`config.mk`:
```
export PLATFORM = sky130hd
export DESIGN_NAME = text_console_char_processor_top_flat
export DESIGN_NICKNAME = d
export VERILOG_FILES = /design/src/hdl/tcc_pkg.sv /design/src/hdl/tcc_interfaces.sv /design/src/hdl/tcc_rem_unit.sv /design/src/hdl/tcc_out_reg.sv /design/src/hdl/text_console_char_processor_top.sv /design/src/flat_wrapper.sv
export SDC_FILE = /design/constraint.sdc
export NUM_CORES = 1
export LEC_CHECK = 0
export BUFFER_PORTS_ARGS = -buffer_cell sky130_fd_sc_hd__clkbuf_2
export CORE_ASPECT_RATIO = 0.7
export CORE_MARGIN = 2
export CORE_UTILIZATION = 45
export CTS_CLUSTER_SIZE = 16
export DETAILED_ROUTE_END_ITERATION = 6
export GPL_TIMING_DRIVEN = 0
export PLACE_DENSITY_LB_ADDON = 0.2
export SYNTH_ARGS = -nofsm -noshare
export SYNTH_HDL_FRONTEND = slang
export SYNTH_SLANG_ARGS = --single-unit
export TNS_END_PERCENT = 30
```
`constraint.sdc`:
```
create_clock -name clk -period 5.3 [get_ports clk]
set_input_delay 1.06 -clock clk [delete_from_list [all_inputs] [get_ports clk]]
set_output_delay 1.06 -clock clk [all_outputs]
set_load 0.005 [all_outputs]
```
`src/hdl/tcc_pkg.sv`:
```
// Package of the text console character processor: widths, codes, reset values
// and the result item type. No dependencies.
package tcc_pkg;

    localparam int COORD_BITS = 12;
    localparam int CELL_BITS  = 7;
    localparam int COLOR_BITS = 32;
    localparam int COUNT_BITS = 32;
    localparam int CH_BITS    = 8;
    localparam int ROWS_BITS  = 12;
    localparam int CFG_IDX_BITS = 3;
    localparam int CFG_DATA_BITS = 32;

    typedef enum logic [1:0] {
        CMD_NONE   = 2'd0,
        CMD_DRAW   = 2'd1,
        CMD_CLEAR  = 2'd2,
        CMD_SCROLL = 2'd3
    } cmd_t;

    // Configuration register indexes.
    localparam logic [CFG_IDX_BITS-1:0] REG_CHAR_WIDTH   = 3'd0;
    localparam logic [CFG_IDX_BITS-1:0] REG_CHAR_HEIGHT  = 3'd1;
    localparam logic [CFG_IDX_BITS-1:0] REG_LINE_HEIGHT  = 3'd2;
    localparam logic [CFG_IDX_BITS-1:0] REG_SCREEN_WIDTH = 3'd3;
    localparam logic [CFG_IDX_BITS-1:0] REG_TEXT_HEIGHT  = 3'd4;
    localparam logic [CFG_IDX_BITS-1:0] REG_DEFAULT_FG   = 3'd5;
    localparam logic [CFG_IDX_BITS-1:0] REG_DEFAULT_BG   = 3'd6;

    // Reset values of the configuration registers.
    localparam logic [CELL_BITS-1:0]  RST_CHAR_WIDTH   = 7'd8;
    localparam logic [CELL_BITS-1:0]  RST_LINE_HEIGHT  = 7'd16;
    localparam logic [COORD_BITS-1:0] RST_SCREEN_WIDTH = 12'd1024;
    localparam logic [COORD_BITS-1:0] RST_TEXT_HEIGHT  = 12'd768;
    localparam logic [COLOR_BITS-1:0] RST_DEFAULT_FG   = 32'h00d8_d8d8;
    localparam logic [COLOR_BITS-1:0] RST_DEFAULT_BG   = 32'h0000_0000;

    // Byte codes.
    localparam logic [CH_BITS-1:0] CH_END       = 8'h00;
    localparam logic [CH_BITS-1:0] CH_BACKSPACE = 8'h08;
    localparam logic [CH_BITS-1:0] CH_TAB       = 8'h09;
    localparam logic [CH_BITS-1:0] CH_NEWLINE   = 8'h0A;
    localparam logic [CH_BITS-1:0] CH_ESC_START = 8'h1A;
    localparam logic [CH_BITS-1:0] CH_COMMA     = 8'h2C;
    localparam logic [CH_BITS-1:0] CH_SEMICOLON = 8'h3B;
    localparam logic [CH_BITS-1:0] CH_DIGIT_0   = 8'h30;
    localparam logic [CH_BITS-1:0] CH_DIGIT_9   = 8'h39;
    localparam logic [CH_BITS-1:0] CH_UPPER_B   = 8'h42;
    localparam logic [CH_BITS-1:0] CH_UPPER_F   = 8'h46;
    localparam logic [CH_BITS-1:0] CH_UPPER_R   = 8'h52;
    localparam logic [CH_BITS-1:0] CH_LOWER_B   = 8'h62;
    localparam logic [CH_BITS-1:0] CH_LOWER_F   = 8'h66;
    localparam logic [CH_BITS-1:0] CH_LOWER_R   = 8'h72;

    localparam logic [ROWS_BITS-1:0] ROWS_MAX = 12'hFFF;

    typedef struct packed {
        cmd_t                  cmd;
        logic [COORD_BITS-1:0] pos_x;
        logic [COORD_BITS-1:0] pos_y;
        logic [CH_BITS-1:0]    glyph;
        logic [COLOR_BITS-1:0] fg_color;
        logic [COLOR_BITS-1:0] bg_color;
        logic [ROWS_BITS-1:0]  scroll_rows;
        logic [COORD_BITS-1:0] cursor_x_out;
        logic [COORD_BITS-1:0] cursor_y_out;
        logic [COUNT_BITS-1:0] chars_written;
        logic                  last;
    } result_t;

endpackage

```
`src/hdl/tcc_interfaces.sv`:
```
// Valid/ready channel interfaces of the text console block: text bytes,
// result items and configuration writes. Depends on tcc_pkg.
interface tcc_in_if;
    logic                        valid;
    logic                        ready;
    logic [tcc_pkg::CH_BITS-1:0] ch;
    logic                        end_of_write;

    modport source (output valid, ch, end_of_write, input ready);
    modport sink (input valid, ch, end_of_write, output ready);
endinterface

interface tcc_out_if;
    logic                           valid;
    logic                           ready;
    tcc_pkg::cmd_t                  cmd;
    logic [tcc_pkg::COORD_BITS-1:0] pos_x;
    logic [tcc_pkg::COORD_BITS-1:0] pos_y;
    logic [tcc_pkg::CH_BITS-1:0]    glyph;
    logic [tcc_pkg::COLOR_BITS-1:0] fg_color;
    logic [tcc_pkg::COLOR_BITS-1:0] bg_color;
    logic [tcc_pkg::ROWS_BITS-1:0]  scroll_rows;
    logic [tcc_pkg::COORD_BITS-1:0] cursor_x_out;
    logic [tcc_pkg::COORD_BITS-1:0] cursor_y_out;
    logic [tcc_pkg::COUNT_BITS-1:0] chars_written;
    logic                           last;

    modport source (output valid, cmd, pos_x, pos_y, glyph, fg_color, bg_color,
                    scroll_rows, cursor_x_out, cursor_y_out, chars_written, last,
                    input ready);
    modport sink (input valid, cmd, pos_x, pos_y, glyph, fg_color, bg_color,
                  scroll_rows, cursor_x_out, cursor_y_out, chars_written, last,
                  output ready);
endinterface

interface tcc_cfg_if;
    logic                              valid;
    logic                              ready;
    logic [tcc_pkg::CFG_IDX_BITS-1:0]  index;
    logic [tcc_pkg::CFG_DATA_BITS-1:0] data;

    modport source (output valid, index, data, input ready);
    modport sink (input valid, index, data, output ready);
endinterface

```
`src/hdl/tcc_rem_unit.sv`:
```
// Iterative restoring remainder unit: one dividend bit per cycle.
// Used for the tab stop position. Depends on tcc_pkg.
module tcc_rem_unit #(
    parameter int PW = 10
) (
    input  logic                           clk,
    input  logic                           rst_n,
    input  logic                           start,
    input  logic [tcc_pkg::COORD_BITS-1:0] dividend,
    input  logic [PW-1:0]                  divisor,
    output logic                           done,
    output logic [PW-1:0]                  remainder
);

    localparam int DW = tcc_pkg::COORD_BITS;
    localparam int CNT_BITS = $clog2(DW + 1);

    logic                busy_reg, busy_next;
    logic                done_reg, done_next;
    logic [CNT_BITS-1:0] cnt_reg, cnt_next;
    logic [DW-1:0]       sh_reg, sh_next;
    logic [PW-1:0]       div_reg, div_next;
    logic [PW-1:0]       rem_reg, rem_next;
    logic [PW:0]         trial;

    always_comb
    begin
        busy_next = busy_reg;
        done_next = 1'b0;
        cnt_next  = cnt_reg;
        sh_next   = sh_reg;
        div_next  = div_reg;
        rem_next  = rem_reg;
        trial     = {rem_reg, sh_reg[DW-1]};
        if (start)
        begin
            busy_next = 1'b1;
            cnt_next  = CNT_BITS'(DW);
            sh_next   = dividend;
            div_next  = divisor;
            rem_next  = '0;
        end
        else if (busy_reg)
        begin
            // The partial remainder stays below the divisor, so one subtract
            // restores it after each shift.
            if (trial >= {1'b0, div_reg})
            begin
                rem_next = PW'(trial - {1'b0, div_reg});
            end
            else
            begin
                rem_next = PW'(trial);
            end
            sh_next  = {sh_reg[DW-2:0], 1'b0};
            cnt_next = cnt_reg - CNT_BITS'(1);
            if (cnt_reg == CNT_BITS'(1))
            begin
                busy_next = 1'b0;
                done_next = 1'b1;
            end
        end
    end

    always_ff @(posedge clk or negedge rst_n)
    begin
        if (!rst_n)
        begin
            busy_reg <= 1'b0;
            done_reg <= 1'b0;
            cnt_reg  <= '0;
        end
        else
        begin
            busy_reg <= busy_next;
            done_reg <= done_next;
            cnt_reg  <= cnt_next;
        end
    end

    always_ff @(posedge clk)
    begin
        sh_reg  <= sh_next;
        div_reg <= div_next;
        rem_reg <= rem_next;
    end

    assign done      = done_reg;
    assign remainder = rem_reg;

endmodule

```
`src/hdl/tcc_out_reg.sv`:
```
// Output register of the result channel: holds one result item until taken.
// Depends on tcc_pkg and tcc_out_if.
module tcc_out_reg (
    input  logic             clk,
    input  logic             rst_n,
    input  logic             load,
    input  tcc_pkg::result_t din,
    output logic             can_load,
    tcc_out_if.source        results
);

    logic             valid_reg, valid_next;
    tcc_pkg::result_t data_reg, data_next;

    assign can_load = !valid_reg || results.ready;

    always_comb
    begin
        valid_next = valid_reg;
        data_next  = data_reg;
        if (load)
        begin
            valid_next = 1'b1;
            data_next  = din;
        end
        else if (results.ready)
        begin
            valid_next = 1'b0;
        end
    end

    always_ff @(posedge clk or negedge rst_n)
    begin
        if (!rst_n)
        begin
            valid_reg <= 1'b0;
        end
        else
        begin
            valid_reg <= valid_next;
        end
    end

    always_ff @(posedge clk)
    begin
        data_reg <= data_next;
    end

    assign results.valid         = valid_reg;
    assign results.cmd           = data_reg.cmd;
    assign results.pos_x         = data_reg.pos_x;
    assign results.pos_y         = data_reg.pos_y;
    assign results.glyph         = data_reg.glyph;
    assign results.fg_color      = data_reg.fg_color;
    assign results.bg_color      = data_reg.bg_color;
    assign results.scroll_rows   = data_reg.scroll_rows;
    assign results.cursor_x_out  = data_reg.cursor_x_out;
    assign results.cursor_y_out  = data_reg.cursor_y_out;
    assign results.chars_written = data_reg.chars_written;
    assign results.last          = data_reg.last;

endmodule

```
`src/hdl/text_console_char_processor_top.sv`:
```
// Top level of the text console character processor: sequencer, state and
// configuration. Depends on tcc_pkg, tcc_interfaces, tcc_rem_unit, tcc_out_reg.
//
//   channel  | dir | payload                                  | accepted when
//   chars    | in  | ch, end_of_write                         | valid && ready
//   results  | out | cmd, pos, glyph, colors, rows, cursor... | valid && ready
//   cfg      | in  | index, data                              | valid && ready
//
// A byte passes the accept, decode and cursor update states, then one emit state per
// result item; escape and ignored bytes skip the update. A tab also waits in the tab
// wait state for the remainder unit's twelve bit steps and the step add.
// Each byte gives one or two result items, the last one marked last.
// Reset is asynchronous and needs no clearing pass; cfg is always ready.
// A stalled result channel holds the sequencer in its emit state.
module text_console_char_processor_top #(
    parameter int TAB_STOP = 8
) (
    input  logic      clk,
    input  logic      rst_n,
    tcc_in_if.sink    chars,
    tcc_out_if.source results,
    tcc_cfg_if.sink   cfg
);

    localparam int CB = tcc_pkg::COORD_BITS;
    localparam int PW = $clog2(TAB_STOP * ((1 << tcc_pkg::CELL_BITS) - 1) + 1);
    localparam int XW = ((CB > PW) ? CB : PW) + 1;
    localparam int YW = CB + 2;

    typedef enum logic [2:0] {
        ST_IDLE,
        ST_DECODE,
        ST_TAB_WAIT,
        ST_ADVANCE,
        ST_EMIT_A,
        ST_EMIT_B
    } state_t;

    typedef struct packed {
        logic                           active;
        logic                           target_bg;
        logic [tcc_pkg::COLOR_BITS-1:0] color;
        logic [tcc_pkg::COLOR_BITS-1:0] channel;
        logic [1:0]                     index;
    } esc_t;

    state_t                         state_reg, state_next;
    logic [tcc_pkg::CH_BITS-1:0]    ch_reg, ch_next;
    logic                           eow_reg, eow_next;
    logic                           ends_reg, ends_next;
    logic                           draining_reg, draining_next;
    logic [CB-1:0]                  cursor_x_reg, cursor_x_next;
    logic [CB-1:0]                  cursor_y_reg, cursor_y_next;
    logic [tcc_pkg::COLOR_BITS-1:0] cur_fg_reg, cur_fg_next;
    logic [tcc_pkg::COLOR_BITS-1:0] cur_bg_reg, cur_bg_next;
    esc_t                           esc_reg, esc_next;
    logic [tcc_pkg::COUNT_BITS-1:0] write_count_reg, write_count_next;
    logic [XW-1:0]                  x_new_reg, x_new_next;
    tcc_pkg::result_t               first_reg, first_next;
    logic                           has_first_reg, has_first_next;
    logic                           has_scroll_reg, has_scroll_next;
    logic [tcc_pkg::ROWS_BITS-1:0]  scroll_rows_reg, scroll_rows_next;

    logic [tcc_pkg::CELL_BITS-1:0]  cw_reg, cw_next;
    logic [tcc_pkg::CELL_BITS-1:0]  lh_reg, lh_next;
    logic [CB-1:0]                  sw_reg, sw_next;
    logic [CB-1:0]                  th_reg, th_next;
    logic [tcc_pkg::COLOR_BITS-1:0] dfg_reg, dfg_next;
    logic [tcc_pkg::COLOR_BITS-1:0] dbg_reg, dbg_next;

    logic [PW-1:0]    period;
    logic             rem_start;
    logic             rem_done;
    logic [PW-1:0]    rem_value;
    logic             out_load;
    logic             out_can_load;
    tcc_pkg::result_t out_data;
    tcc_pkg::result_t scroll_res;
    logic [CB-1:0]    x_back;
    logic [YW-1:0]    y_one;
    logic [YW-1:0]    y_sum;
    logic [YW-1:0]    y_off;
    logic             is_put;

    assign chars.ready = (state_reg == ST_IDLE);
    assign cfg.ready   = 1'b1;
    assign period      = PW'(TAB_STOP) * PW'(cw_reg);

    tcc_rem_unit #(
        .PW (PW)
    ) u_rem (
        .clk       (clk),
        .rst_n     (rst_n),
        .start     (rem_start),
        .dividend  (cursor_x_reg),
        .divisor   (period),
        .done      (rem_done),
        .remainder (rem_value)
    );

    tcc_out_reg u_out (
        .clk      (clk),
        .rst_n    (rst_n),
        .load     (out_load),
        .din      (out_data),
        .can_load (out_can_load),
        .results  (results)
    );

    // Configuration writes.
    always_comb
    begin
        cw_next  = cw_reg;
        lh_next  = lh_reg;
        sw_next  = sw_reg;
        th_next  = th_reg;
        dfg_next = dfg_reg;
        dbg_next = dbg_reg;
        if (cfg.valid)
        begin
            unique case (cfg.index)
                tcc_pkg::REG_CHAR_WIDTH:   cw_next  = cfg.data[tcc_pkg::CELL_BITS-1:0];
                tcc_pkg::REG_CHAR_HEIGHT:
                begin
                    // The cell height matters only to the drawing side.
                end
                tcc_pkg::REG_LINE_HEIGHT:  lh_next  = cfg.data[tcc_pkg::CELL_BITS-1:0];
                tcc_pkg::REG_SCREEN_WIDTH: sw_next  = cfg.data[CB-1:0];
                tcc_pkg::REG_TEXT_HEIGHT:  th_next  = cfg.data[CB-1:0];
                tcc_pkg::REG_DEFAULT_FG:   dfg_next = cfg.data;
                tcc_pkg::REG_DEFAULT_BG:   dbg_next = cfg.data;
                default:
                begin
                end
            endcase
        end
    end

    always_comb
    begin
        scroll_res             = '0;
        scroll_res.cmd         = tcc_pkg::CMD_SCROLL;
        scroll_res.bg_color    = dbg_reg;
        scroll_res.scroll_rows = scroll_rows_reg;
    end

    // Sequencer.
    always_comb
    begin
        state_next       = state_reg;
        ch_next          = ch_reg;
        eow_next         = eow_reg;
        ends_next        = ends_reg;
        draining_next    = draining_reg;
        cursor_x_next    = cursor_x_reg;
        cursor_y_next    = cursor_y_reg;
        cur_fg_next      = cur_fg_reg;
        cur_bg_next      = cur_bg_reg;
        esc_next         = esc_reg;
        write_count_next = write_count_reg;
        x_new_next       = x_new_reg;
        first_next       = first_reg;
        has_first_next   = has_first_reg;
        has_scroll_next  = has_scroll_reg;
        scroll_rows_next = scroll_rows_reg;
        rem_start        = 1'b0;
        out_load         = 1'b0;
        out_data         = '0;
        is_put           = 1'b0;
        x_back           = (cursor_x_reg > CB'(cw_reg)) ? cursor_x_reg - CB'(cw_reg) : '0;
        y_one            = YW'(cursor_y_reg) + YW'(lh_reg);
        y_sum            = y_one + YW'(lh_reg);
        y_off            = y_sum - YW'(th_reg);

        unique case (state_reg)
            ST_IDLE:
            begin
                if (chars.valid)
                begin
                    ch_next    = chars.ch;
                    eow_next   = chars.end_of_write;
                    state_next = ST_DECODE;
                end
            end

            ST_DECODE:
            begin
                ends_next       = eow_reg;
                has_first_next  = 1'b0;
                has_scroll_next = 1'b0;
                first_next      = '0;
                state_next      = ST_EMIT_A;
                if (draining_reg)
                begin
                    // Rest of a write after a zero byte is ignored.
                end
                else if (ch_reg == tcc_pkg::CH_END)
                begin
                    ends_next = 1'b1;
                    if (!eow_reg)
                    begin
                        draining_next = 1'b1;
                    end
                end
                else if (esc_reg.active)
                begin
                    case (ch_reg) inside
                        tcc_pkg::CH_SEMICOLON:
                        begin
                            if (esc_reg.target_bg)
                            begin
                                cur_bg_next = esc_reg.color | esc_reg.channel;
                            end
                            else
                            begin
                                cur_fg_next = esc_reg.color | esc_reg.channel;
                            end
                            esc_next = '0;
                        end
                        tcc_pkg::CH_LOWER_B, tcc_pkg::CH_UPPER_B:
                            esc_next.target_bg = 1'b1;
                        tcc_pkg::CH_LOWER_F, tcc_pkg::CH_UPPER_F:
                            esc_next.target_bg = 1'b0;
                        tcc_pkg::CH_LOWER_R, tcc_pkg::CH_UPPER_R:
                            esc_next.color = esc_reg.target_bg ? dbg_reg : dfg_reg;
                        tcc_pkg::CH_COMMA:
                        begin
                            // The first three channels land at bits 16, 8 and 0;
                            // later ones are dropped.
                            case (esc_reg.index)
                                2'd0: esc_next.color = esc_reg.color | (esc_reg.channel << 16);
                                2'd1: esc_next.color = esc_reg.color | (esc_reg.channel << 8);
                                2'd2: esc_next.color = esc_reg.color | esc_reg.channel;
                                default: esc_next.color = esc_reg.color;
                            endcase
                            if (esc_reg.index != 2'd3)
                            begin
                                esc_next.index = esc_reg.index + 2'd1;
                            end
                            esc_next.channel = '0;
                        end
                        [tcc_pkg::CH_DIGIT_0:tcc_pkg::CH_DIGIT_9]:
                            esc_next.channel = (esc_reg.channel << 3) + (esc_reg.channel << 1)
                                + 32'(ch_reg - tcc_pkg::CH_DIGIT_0);
                        default:
                        begin
                        end
                    endcase
                end
                else if (ch_reg == tcc_pkg::CH_ESC_START)
                begin
                    esc_next        = '0;
                    esc_next.active = 1'b1;
                end
                else
                begin
                    is_put = 1'b1;
                end

                if (is_put)
                begin
                    write_count_next = write_count_reg + 32'd1;
                    state_next       = ST_ADVANCE;
                    case (ch_reg)
                        tcc_pkg::CH_BACKSPACE:
                        begin
                            first_next.cmd      = tcc_pkg::CMD_CLEAR;
                            first_next.pos_x    = x_back;
                            first_next.pos_y    = cursor_y_reg;
                            first_next.bg_color = dbg_reg;
                            has_first_next      = 1'b1;
                            x_new_next          = XW'(x_back);
                        end
                        tcc_pkg::CH_TAB:
                        begin
                            x_new_next = XW'(cursor_x_reg);
                            if (period != '0)
                            begin
                                rem_start  = 1'b1;
                                state_next = ST_TAB_WAIT;
                            end
                        end
                        tcc_pkg::CH_NEWLINE:
                            x_new_next = XW'(cursor_x_reg);
                        default:
                        begin
                            first_next.cmd      = tcc_pkg::CMD_DRAW;
                            first_next.pos_x    = cursor_x_reg;
                            first_next.pos_y    = cursor_y_reg;
                            first_next.glyph    = ch_reg;
                            first_next.fg_color = cur_fg_reg;
                            first_next.bg_color = cur_bg_reg;
                            has_first_next      = 1'b1;
                            x_new_next          = XW'(cursor_x_reg) + XW'(cw_reg);
                        end
                    endcase
                end
            end

            ST_TAB_WAIT:
            begin
                if (rem_done)
                begin
                    x_new_next = XW'(cursor_x_reg) + XW'(period) - XW'(rem_value);
                    state_next = ST_ADVANCE;
                end
            end

            ST_ADVANCE:
            begin
                state_next = ST_EMIT_A;
                if (x_new_reg >= XW'(sw_reg) || ch_reg == tcc_pkg::CH_NEWLINE)
                begin
                    cursor_x_next = '0;
                    if (y_sum > YW'(th_reg))
                    begin
                        // The next line would run past the text area: scroll by
                        // the excess and park the cursor on the last full line.
                        has_scroll_next  = 1'b1;
                        scroll_rows_next = (y_off > YW'(tcc_pkg::ROWS_MAX))
                            ? tcc_pkg::ROWS_MAX : y_off[tcc_pkg::ROWS_BITS-1:0];
                        cursor_y_next = (th_reg > CB'(lh_reg)) ? th_reg - CB'(lh_reg) : '0;
                    end
                    else
                    begin
                        cursor_y_next = y_one[CB-1:0];
                    end
                end
                else
                begin
                    cursor_x_next = x_new_reg[CB-1:0];
                end
            end

            ST_EMIT_A, ST_EMIT_B:
            begin
                if (has_first_reg && state_reg == ST_EMIT_A)
                begin
                    out_data = first_reg;
                end
                else if (has_scroll_reg)
                begin
                    out_data = scroll_res;
                end
                out_data.cursor_x_out  = cursor_x_reg;
                out_data.cursor_y_out  = cursor_y_reg;
                out_data.chars_written = write_count_reg;
                out_data.last = (state_reg == ST_EMIT_B) || !(has_first_reg && has_scroll_reg);
                if (out_can_load)
                begin
                    out_load = 1'b1;
                    if (!out_data.last)
                    begin
                        state_next = ST_EMIT_B;
                    end
                    else
                    begin
                        state_next = ST_IDLE;
                        if (ends_reg)
                        begin
                            esc_next    = '0;
                            cur_fg_next = dfg_reg;
                            cur_bg_next = dbg_reg;
                        end
                        if (eow_reg)
                        begin
                            write_count_next = '0;
                            draining_next    = 1'b0;
                        end
                    end
                end
            end

            default:
                state_next = ST_IDLE;
        endcase
    end

    always_ff @(posedge clk or negedge rst_n)
    begin
        if (!rst_n)
        begin
            state_reg       <= ST_IDLE;
            draining_reg    <= 1'b0;
            cursor_x_reg    <= '0;
            cursor_y_reg    <= '0;
            cur_fg_reg      <= tcc_pkg::RST_DEFAULT_FG;
            cur_bg_reg      <= tcc_pkg::RST_DEFAULT_BG;
            esc_reg         <= '0;
            write_count_reg <= '0;
            has_first_reg   <= 1'b0;
            has_scroll_reg  <= 1'b0;
            ends_reg        <= 1'b0;
            cw_reg          <= tcc_pkg::RST_CHAR_WIDTH;
            lh_reg          <= tcc_pkg::RST_LINE_HEIGHT;
            sw_reg          <= tcc_pkg::RST_SCREEN_WIDTH;
            th_reg          <= tcc_pkg::RST_TEXT_HEIGHT;
            dfg_reg         <= tcc_pkg::RST_DEFAULT_FG;
            dbg_reg         <= tcc_pkg::RST_DEFAULT_BG;
            ch_reg          <= '0;
            eow_reg         <= 1'b0;
            x_new_reg       <= '0;
            first_reg       <= '0;
            scroll_rows_reg <= '0;
        end
        else
        begin
            state_reg       <= state_next;
            draining_reg    <= draining_next;
            cursor_x_reg    <= cursor_x_next;
            cursor_y_reg    <= cursor_y_next;
            cur_fg_reg      <= cur_fg_next;
            cur_bg_reg      <= cur_bg_next;
            esc_reg         <= esc_next;
            write_count_reg <= write_count_next;
            has_first_reg   <= has_first_next;
            has_scroll_reg  <= has_scroll_next;
            ends_reg        <= ends_next;
            cw_reg          <= cw_next;
            lh_reg          <= lh_next;
            sw_reg          <= sw_next;
            th_reg          <= th_next;
            dfg_reg         <= dfg_next;
            dbg_reg         <= dbg_next;
            ch_reg          <= ch_next;
            eow_reg         <= eow_next;
            x_new_reg       <= x_new_next;
            first_reg       <= first_next;
            scroll_rows_reg <= scroll_rows_next;
        end
    end

endmodule

```
`src/flat_wrapper.sv`:
```
// flat-port wrapper written by rule: the top's interface ports become plain ports
module text_console_char_processor_top_flat 
#(
    parameter int TAB_STOP = 8
)
  (clk, rst_n, chars_valid, chars_ch, chars_end_of_write, chars_ready, results_valid, results_cmd, results_pos_x, results_pos_y, results_glyph, results_fg_color, results_bg_color, results_scroll_rows, results_cursor_x_out, results_cursor_y_out, results_chars_written, results_last, results_ready, cfg_valid, cfg_index, cfg_data, cfg_ready);
  tcc_in_if chars_i ();
  tcc_out_if results_i ();
  tcc_cfg_if cfg_i ();
  input  logic clk;
  input  logic rst_n;
  input wire logic [$bits(chars_i.valid)-1:0] chars_valid;
  input wire logic [$bits(chars_i.ch)-1:0] chars_ch;
  input wire logic [$bits(chars_i.end_of_write)-1:0] chars_end_of_write;
  output wire logic [$bits(chars_i.ready)-1:0] chars_ready;
  output wire logic [$bits(results_i.valid)-1:0] results_valid;
  output wire logic [$bits(results_i.cmd)-1:0] results_cmd;
  output wire logic [$bits(results_i.pos_x)-1:0] results_pos_x;
  output wire logic [$bits(results_i.pos_y)-1:0] results_pos_y;
  output wire logic [$bits(results_i.glyph)-1:0] results_glyph;
  output wire logic [$bits(results_i.fg_color)-1:0] results_fg_color;
  output wire logic [$bits(results_i.bg_color)-1:0] results_bg_color;
  output wire logic [$bits(results_i.scroll_rows)-1:0] results_scroll_rows;
  output wire logic [$bits(results_i.cursor_x_out)-1:0] results_cursor_x_out;
  output wire logic [$bits(results_i.cursor_y_out)-1:0] results_cursor_y_out;
  output wire logic [$bits(results_i.chars_written)-1:0] results_chars_written;
  output wire logic [$bits(results_i.last)-1:0] results_last;
  input wire logic [$bits(results_i.ready)-1:0] results_ready;
  input wire logic [$bits(cfg_i.valid)-1:0] cfg_valid;
  input wire logic [$bits(cfg_i.index)-1:0] cfg_index;
  input wire logic [$bits(cfg_i.data)-1:0] cfg_data;
  output wire logic [$bits(cfg_i.ready)-1:0] cfg_ready;
  assign chars_i.valid = chars_valid;
  assign chars_i.ch = chars_ch;
  assign chars_i.end_of_write = chars_end_of_write;
  assign chars_ready = chars_i.ready;
  assign results_valid = results_i.valid;
  assign results_cmd = results_i.cmd;
  assign results_pos_x = results_i.pos_x;
  assign results_pos_y = results_i.pos_y;
  assign results_glyph = results_i.glyph;
  assign results_fg_color = results_i.fg_color;
  assign results_bg_color = results_i.bg_color;
  assign results_scroll_rows = results_i.scroll_rows;
  assign results_cursor_x_out = results_i.cursor_x_out;
  assign results_cursor_y_out = results_i.cursor_y_out;
  assign results_chars_written = results_i.chars_written;
  assign results_last = results_i.last;
  assign results_i.ready = results_ready;
  assign cfg_i.valid = cfg_valid;
  assign cfg_i.index = cfg_index;
  assign cfg_i.data = cfg_data;
  assign cfg_ready = cfg_i.ready;
  text_console_char_processor_top #(.TAB_STOP(TAB_STOP)) u_core (.clk(clk), .rst_n(rst_n), .chars(chars_i), .results(results_i), .cfg(cfg_i));
endmodule
```
==> run_results.csv, run 1 <==
group,metric,value,unit
synthesis,yosysWarnings,0,
clock_network,cts_inserted_buffers,67,
layout,post-route-util,0.5247,
clock_network,cts_buffer_depth,3,
clock_network,cts_tree,"built",
clock_network,htreeDepth,3,
routing,vias,25220,
floorplanning,coreArea,71610,um^2
routing,ant_nets,0,
synthesis,syn_area_per_cell,10.56,um^2
floorplanning,die-area,74620,um^2
floorplanning,die_width,325.6,um
timing,setup_viol_count_final,0,
global_route,grt_max_degree,103,
power,powerDensity,610.8,nW/um^2
synthesis,syn_inst,3085,
timing,max_freq,0.1966,GHz
timing,finalHoldWorstSlack,0.2395,ns
layout,largest_reg_flops,98,
layout,layout_commonest_cell,"dfrtp_1",
run_status,outcome,"finished with violations",
timing,fin_crit,5.088,ns
timing,worst_slew_pin_slew,1.249,ns
synthesis,syn-num-nets,3303,
timing,fin_crit_sh,0.9599,
run_status,violations,"design-rule violations",
critical_path,rrSetupSlack,0.21,ns
synthesis,ys_seq_area_frac,0.5135,
clock_network,root_buffer,"clkbuf_16",
power,p_clk_frac,0.216,
critical_path,r2r_end,"u_core.scroll_rows_reg[2]$_DFFE_PN0P_",
routing,wl_per_cell,21.91,um
global_route,grt_pass1_vias,23620,
timing,hold_viol_final,0,
critical_path,crit_arrival,5.59,ns
critical_path,rr_startpoint,"u_core.lh_reg[0]$_DFFE_PN0P_",
routing,drt_iter0_drc,2850,
layout,nets,3607,
synthesis,synth-edff-count,186,
synthesis,syn-cell-area,32590,um^2
clock_network,cts.sinks,632,
global_route,grt_overflow,0,
routing,wirelength,96570,um
power,p_sw,0.009623,W
critical_path,worst-path-max-fanout,10,
power,p_seq_frac,0.323,
critical_path,rr_worst_depth,22,
clock_network,path_clk_slew,0.06,ns
critical_path,cp-end-kind,"flop",
layout,n_antenna_cell,0,
synthesis,synth-main-ff-cell,"dfrtp_1",
place,portBuffers,217,
timing,finClkSkew,0.02265,ns
floorplanning,rows,82,
layout,synthToLayoutAreaGrowth,15.31,%
place,placed_cell_area,35110,um^2
place,place_congestion,0.9322,
routing,first_pass_iters,7,
power,p_leak,16.20,nW
global_route,grt_usage,0.2567,
global_route,antenna_found_initial,1,
layout,drive_above_1_share,0.1540,
power,p_comb_frac,0.460,
floorplanning,start_util,0.4550,
timing,slew_headroom,0.1609,
synthesis,ys_async_sr_fraction,0.6899,
routing,drc_errors,4,
floorplanning,num_io_pins,219,
place,dp_hpwl,72020,um
synthesis,synthDistinctLibCells,81,
power,intPower,0.01333,W
clock_network,insertion_delay,0.63,ns
routing,via_per_inst,5.721,
timing,drv_slew,0,
job,max_cap_viol_count,0,
floorplanning,fp.dieH,229.1,um
hold_path,hold_path.class,"in2async",
power,peakVddDrop,0.5784,mV
critical_path,crit_type,"reg2reg",
critical_path,crit_path_start_kind,"flop",
critical_path,critPathRequiredTime,5.81,ns
layout,final_cell_area,37580,um^2
global_route,grt_first_pass_wirelength,146800,um
synthesis,synth_seq_cells,632,
layout,layout.cells.most_common_list,"dfrtp_1 (406), o21ai_0 (312), nand2_1 (287), clkbuf_2 (218), edfxtp_1 (186)",
power,p_sw_frac,0.4193,
## metal layers
layer | share of wire | wire length (um) | GRT usage
met3 | 0.093 | 8982 | 0.06825
met2 | 0.39 | 38140 | 0.3421
met1 | 0.49 | 47000 | 0.4039
met5 | 0.00011 | 11 | 0
met4 | 0.025 | 2443 | 0.06999
## worst max-delay path by stage
stage,from,to,slack (ns),cells after the start
6_report,u_core.lh_reg[0]$_DFFE_PN0P_,u_core.scroll_rows_reg[2]$_DFFE_PN0P_,0.21,22
4_1_cts,u_core.cursor_y_reg[0]$_DFFE_PN0P_,u_core.scroll_rows_reg[6]$_DFFE_PN0P_,0.02,22
3_3_place_gp,rst_n,u_core.first_reg[117]$_DFFE_PN0P_,-7.37,1
3_5_place_dp,u_core.lh_reg[0]$_DFFE_PN0P_,u_core.cursor_y_reg[8]$_DFFE_PN0P_,-0.35,23
5_1_grt,u_core.cursor_y_reg[0]$_DFFE_PN0P_,u_core.scroll_rows_reg[6]$_DFFE_PN0P_,-0.01,22
2_1_floorplan,u_core.ch_reg[4]$_DFFE_PN0P_,u_core.esc_reg[26]$_DFFE_PN0P_,-0.34,12
## cells by family after synthesis
logic type	share of synthesized area
other	0.0001151
AO/OA/AOI/OAI	0.1705
adder cells (fa/ha/maj)	0.07503
flip-flops	0.5135
XOR/XNOR	0.02957
AND/OR/NAND/NOR	0.1244
buffers and inverters	0.04028
multiplexers	0.04669
## Yosys cell counts (16+ instances only)
cell | instances | area share
nor3_1 | 28 | 0.0043
a21o_1 | 30 | 0.0069
o22ai_1 | 23 | 0.0044
o21ai_0 | 316 | 0.049
nand3_1 | 51 | 0.0078
o21bai_1 | 16 | 0.0037
edfxtp_1 | 186 | 0.17
nor2_1 | 180 | 0.021
mux2_2 | 112 | 0.039
and2_1 | 123 | 0.024
nand2_1 | 287 | 0.033
a211oi_1 | 19 | 0.0044
xnor2_1 | 57 | 0.015
o31ai_1 | 17 | 0.0039
or3_1 | 47 | 0.0090
dfstp_2 | 29 | 0.023
fa_1 | 44 | 0.027
clkbuf_1 | 156 | 0.018
nand4_1 | 25 | 0.0048
o211ai_1 | 18 | 0.0041
dfrtp_1 | 407 | 0.31
a22o_1 | 101 | 0.027
nor4_1 | 18 | 0.0035
a21oi_1 | 141 | 0.022
mux2i_1 | 26 | 0.0080
ha_1 | 125 | 0.048
o22a_1 | 19 | 0.0051
xor2_1 | 53 | 0.014
a31oi_1 | 17 | 0.0033
o21a_1 | 18 | 0.0041
inv_1 | 177 | 0.020
a222oi_1 | 32 | 0.0098
## area by class of cell
cell class,instances,area [um^2]
Fill cell,6467,34040
Sequential cell,632,16730
Multi-Input combinational cell,2107,14660
Clock buffer,90,1856
Timing Repair Buffer,236,1383
Tap cell,966,1209
Inverter,177,664.4
Buffer,168,651.9
Clock inverter,32,422.9
## critical path: stages, from the launching register on
cell	delay, ns
dfrtp_2	0.41
ha_2	0.21
inv_1	0.06
fa_1	0.48
nor2b_2	0.16
o31a_1	0.20
o21a_1	0.13
nor2_1	0.05
xnor2_1	0.14
ha_1	0.24
or3_1	0.36
o21ai_2	0.18
xnor2_2	0.13
ha_1	0.37
a21o_1	0.21
a21oi_4	0.20
o31ai_4	0.10
a21oi_1	0.18
o21ai_0	0.09
a311o_1	0.36
a311o_1	0.41
buf_2	0.21
o311ai_0	0.11
## timing repair
action | 4_1_cts | 5_1_grt
resized for setup | 7 | 29
endpoints found under the setup margin | 22 | 25
gates cloned | 0 | 1
pin swaps | 4 | 2
hold buffers | 0 | 0
setup buffers | 3 | 6
## per-stage QoR
stage	setup WS, ns	total power, W	TNS (ns)	instances
floorplan	-0.3448	0.01408	-1.812	3085
global placement	-7.372	0.01717	-3291.26	4268
detailed placement	-0.3463	0.01729	-6.568	4277
CTS	0.01554	0.02241	0	4401
global route	-0.01262	0.02448	-0.01262	4408
finish	0.2123	0.02295	0	4408
## power groups by stage
stage	sequential [W]	combinational, W	clock [W]
after floorplan	0.00705	0.00703	0
after global placement	0.00749	0.00968	0
after detailed placement	0.00748	0.00981	0
after CTS	0.00739	0.00997	0.00505
after global routing	0.00756	0.0117	0.00523
final	0.00742	0.0106	0.00496
(Power assumes the default switching activity.)
==> run 2, diff against run 1 <==
- clock period: 5.3 -> 4.2 ns (I/O delays scaled with it)
==> run 2 against run 1 <==
Compared with the run above: the flow finishes with violations (negative setup slack); register-to-register slack lost 0.76 ns; global-route usage up 0.21 points; worst hold slack improved by 0.19 ns; combinational power rose by 37%; setup slack lost 0.76 ns; maximum frequency up 7.2%; critical path type unchanged; largest cell class unchanged.
==> run_results.csv, run 2 (same netlist as run 1, synthesis figures left out) <==
group,metric,value,unit
routing,wirelength,97320,um
critical_path,critPathCapture,"u_core.scroll_rows_reg[11]$_DFFE_PN0P_",
routing,first_pass_iters,7,
global_route,grt_usage,0.2588,
clock_network,cts.sinks,632,
global_route,antenna_found_initial,1,
place,dp.cells,4277,
layout,layout.cells.most_common_list,"dfrtp_1 (405), o21ai_0 (308), nand2_1 (286), clkbuf_2 (217), edfxtp_1 (186)",
clock_network,cts_inserted_buffers,67,
clock_network,cts_buffer_depth,3,
floorplanning,rows,82,
routing,wl_per_cell,21.96,um
layout,layout_commonest_cell,"dfrtp_1",
hold_path,hold_path.class,"in2reg",
critical_path,worst-path-max-fanout,3,
critical_path,rrSetupSlack,-0.55,ns
floorplanning,num_io_pins,219,
critical_path,crit_start,"u_core.cursor_y_reg[0]$_DFFE_PN0P_",
global_route,grt_first_pass_wirelength,148100,um
place,dp_hpwl,72020,um
critical_path,crit_path_start_kind,"flop",
floorplanning,fp.dieH,229.1,um
routing,vias,25370,
timing,max_freq,0.2107,GHz
critical_path,cp-end-kind,"flop",
layout,fillerInstances,6400,
clock_network,cts_tree,"built",
layout,final_cell_area,38120,um^2
timing,finalHoldWorstSlack,0.4297,ns
floorplanning,start_util,0.4550,
layout,largest_reg_flops,98,
critical_path,critPathRequiredTime,4.70,ns
clock_network,root_buffer,"clkbuf_16",
place,place_congestion,0.9322,
timing,timing.final.ws_setup,-0.5457,ns
timing,finClkSkew,0.01938,ns
clock_network,htreeDepth,3,
timing,rsz0062_at_grt,"yes",
routing,ant_nets,0,
layout,n_antenna_cell,0,
critical_path,rr_startpoint,"u_core.cursor_y_reg[0]$_DFFE_PN0P_",
run_status,outcome,"finished with violations",
critical_path,r2r_end,"u_core.scroll_rows_reg[11]$_DFFE_PN0P_",
routing,drt_iter0_drc,2796,
run_status,violations,"negative setup slack",
routing,via_per_inst,5.725,
clock_network,insertion_delay,0.63,ns
layout,post-route-util,0.5322,
layout,nets,3631,
layout,synthToLayoutAreaGrowth,16.97,%
critical_path,rr_worst_depth,25,
power,peakVddDrop,0.7164,mV
layout,final-instance-count-excl-fill,4432,
timing,worst_slew_pin_slew,1.243,ns
timing,setup_viol_count_final,25,
power,powerDensity,791.9,nW/um^2
job,max_cap_viol_count,0,
global_route,grt_pass1_vias,23880,
timing,slew_headroom,0.1680,
place,placed_cell_area,35110,um^2
power,p_leak,16.42,nW
floorplanning,coreArea,71610,um^2
layout,drive_above_1_share,0.1708,
floorplanning,die-area,74620,um^2
timing,fin_crit_sh,1.130,
timing,hold_viol_final,0,
critical_path,crit_arrival,5.25,ns
hold_path,min_delay_path_depth,3,
timing,fin_setup_tns,-11.76,ns
place,portBuffers,217,
global_route,grt_overflow,0,
clock_network,path_clk_slew,0.07,ns
floorplanning,die_width,325.6,um
critical_path,crit_type,"reg2reg",
timing,drv_slew,0,
routing,drc_errors,0,
global_route,grt_max_degree,103,
timing,fin_crit,4.746,ns
-- run 2: changes by cell type in the layout (fill, tap and decap cells not counted), sizes merged --
| cell | change |
|---|---|
| clkbuf | +1 |
| dlygate4sd3 | +1 |
| buf | +22 |
-- run 2: layer usage --
layer | vias up | part of all wire | global-route usage
met3 | 142 | 0.095 | 0.06834
li1 | 11770 | - | -
met4 | 2 | 0.025 | 0.07258
met5 | - | 0.00011 | 0
met1 | 12470 | 0.48 | 0.4060
met2 | 990 | 0.40 | 0.3458
-- run 2: how the worst min path moves through the flow --
stage	from	to	slack, ns
final	chars_ch[4]	u_core.ch_reg[4]$_DFFE_PN0P_	0.43
after global routing	chars_ch[5]	u_core.ch_reg[5]$_DFFE_PN0P_	0.45
after CTS	chars_ch[5]	u_core.ch_reg[5]$_DFFE_PN0P_	0.40
after detailed placement	u_core.first_reg[156]$_DFFE_PN0P_	u_core.first_reg[156]$_DFFE_PN0P_	0.46
after global placement	u_core.first_reg[156]$_DFFE_PN0P_	u_core.first_reg[156]$_DFFE_PN0P_	0.46
after floorplan	u_core.first_reg[162]$_DFFE_PN0P_	u_core.first_reg[162]$_DFFE_PN0P_	0.44
-- run 2: layout make-up --
| type | count | area [um^2] | area share |
|---|---|---|---|
| Buffer | 168 | 705.7 | 0.01851 |
| Timing Repair Buffer | 260 | 1610 | 0.04225 |
| Clock inverter | 32 | 422.9 | 0.01110 |
| Clock buffer | 90 | 1856 | 0.04868 |
| Multi-Input combinational cell | 2107 | 14910 | 0.3913 |
| Inverter | 177 | 664.4 | 0.01743 |
| Sequential cell | 632 | 16730 | 0.4391 |
| Tap cell | 966 | 1209 | 0.03171 |
-- run 2: worst max-delay path: stages, from the launching register on --
cell	delay (ns)
dfrtp_1	0.40
ha_4	0.15
inv_2	0.04
fa_2	0.38
nor2b_2	0.16
o31a_1	0.18
o21a_1	0.13
nor2_1	0.05
xnor2_1	0.22
ha_2	0.25
buf_4	0.12
nor3_1	0.04
nor2_2	0.13
buf_4	0.13
o21ai_4	0.05
xnor2_2	0.22
ha_1	0.30
a21o_1	0.22
a21oi_4	0.19
nand2_2	0.08
o21ai_2	0.18
o21ai_2	0.08
a311o_1	0.32
a311o_1	0.33
buf_4	0.17
o311ai_0	0.08
-- run 2: power by group --
| part | internal, W | total [W] | switching [W] |
|---|---|---|---|
| logic | 0.00595 | 0.0145 | 0.00859 |
| clock network | 0.00364 | 0.00626 | 0.00263 |
| registers | 0.00797 | 0.00938 | 0.00141 |
| total | 0.0176 | 0.0302 | 0.0126 |
-- run 2: timing repair --
action                                 CTS  global route
endpoints found under the hold margin    4             0
gates resized for setup                 77            32
setup endpoints to repair               30           172
hold buffers                             1             0
buffers inserted                        20            11
cloned                                   2             0
pin swaps                               25            24
-- run 2: stage by stage --
stage | worst slack [ns] | total power [W]
global placement | -8.252 | 0.02167
finish | -0.5457 | 0.03018
global route | -0.7463 | 0.03213
CTS | -0.3816 | 0.02935
floorplan | -1.445 | 0.01777
detailed placement | -1.446 | 0.02181
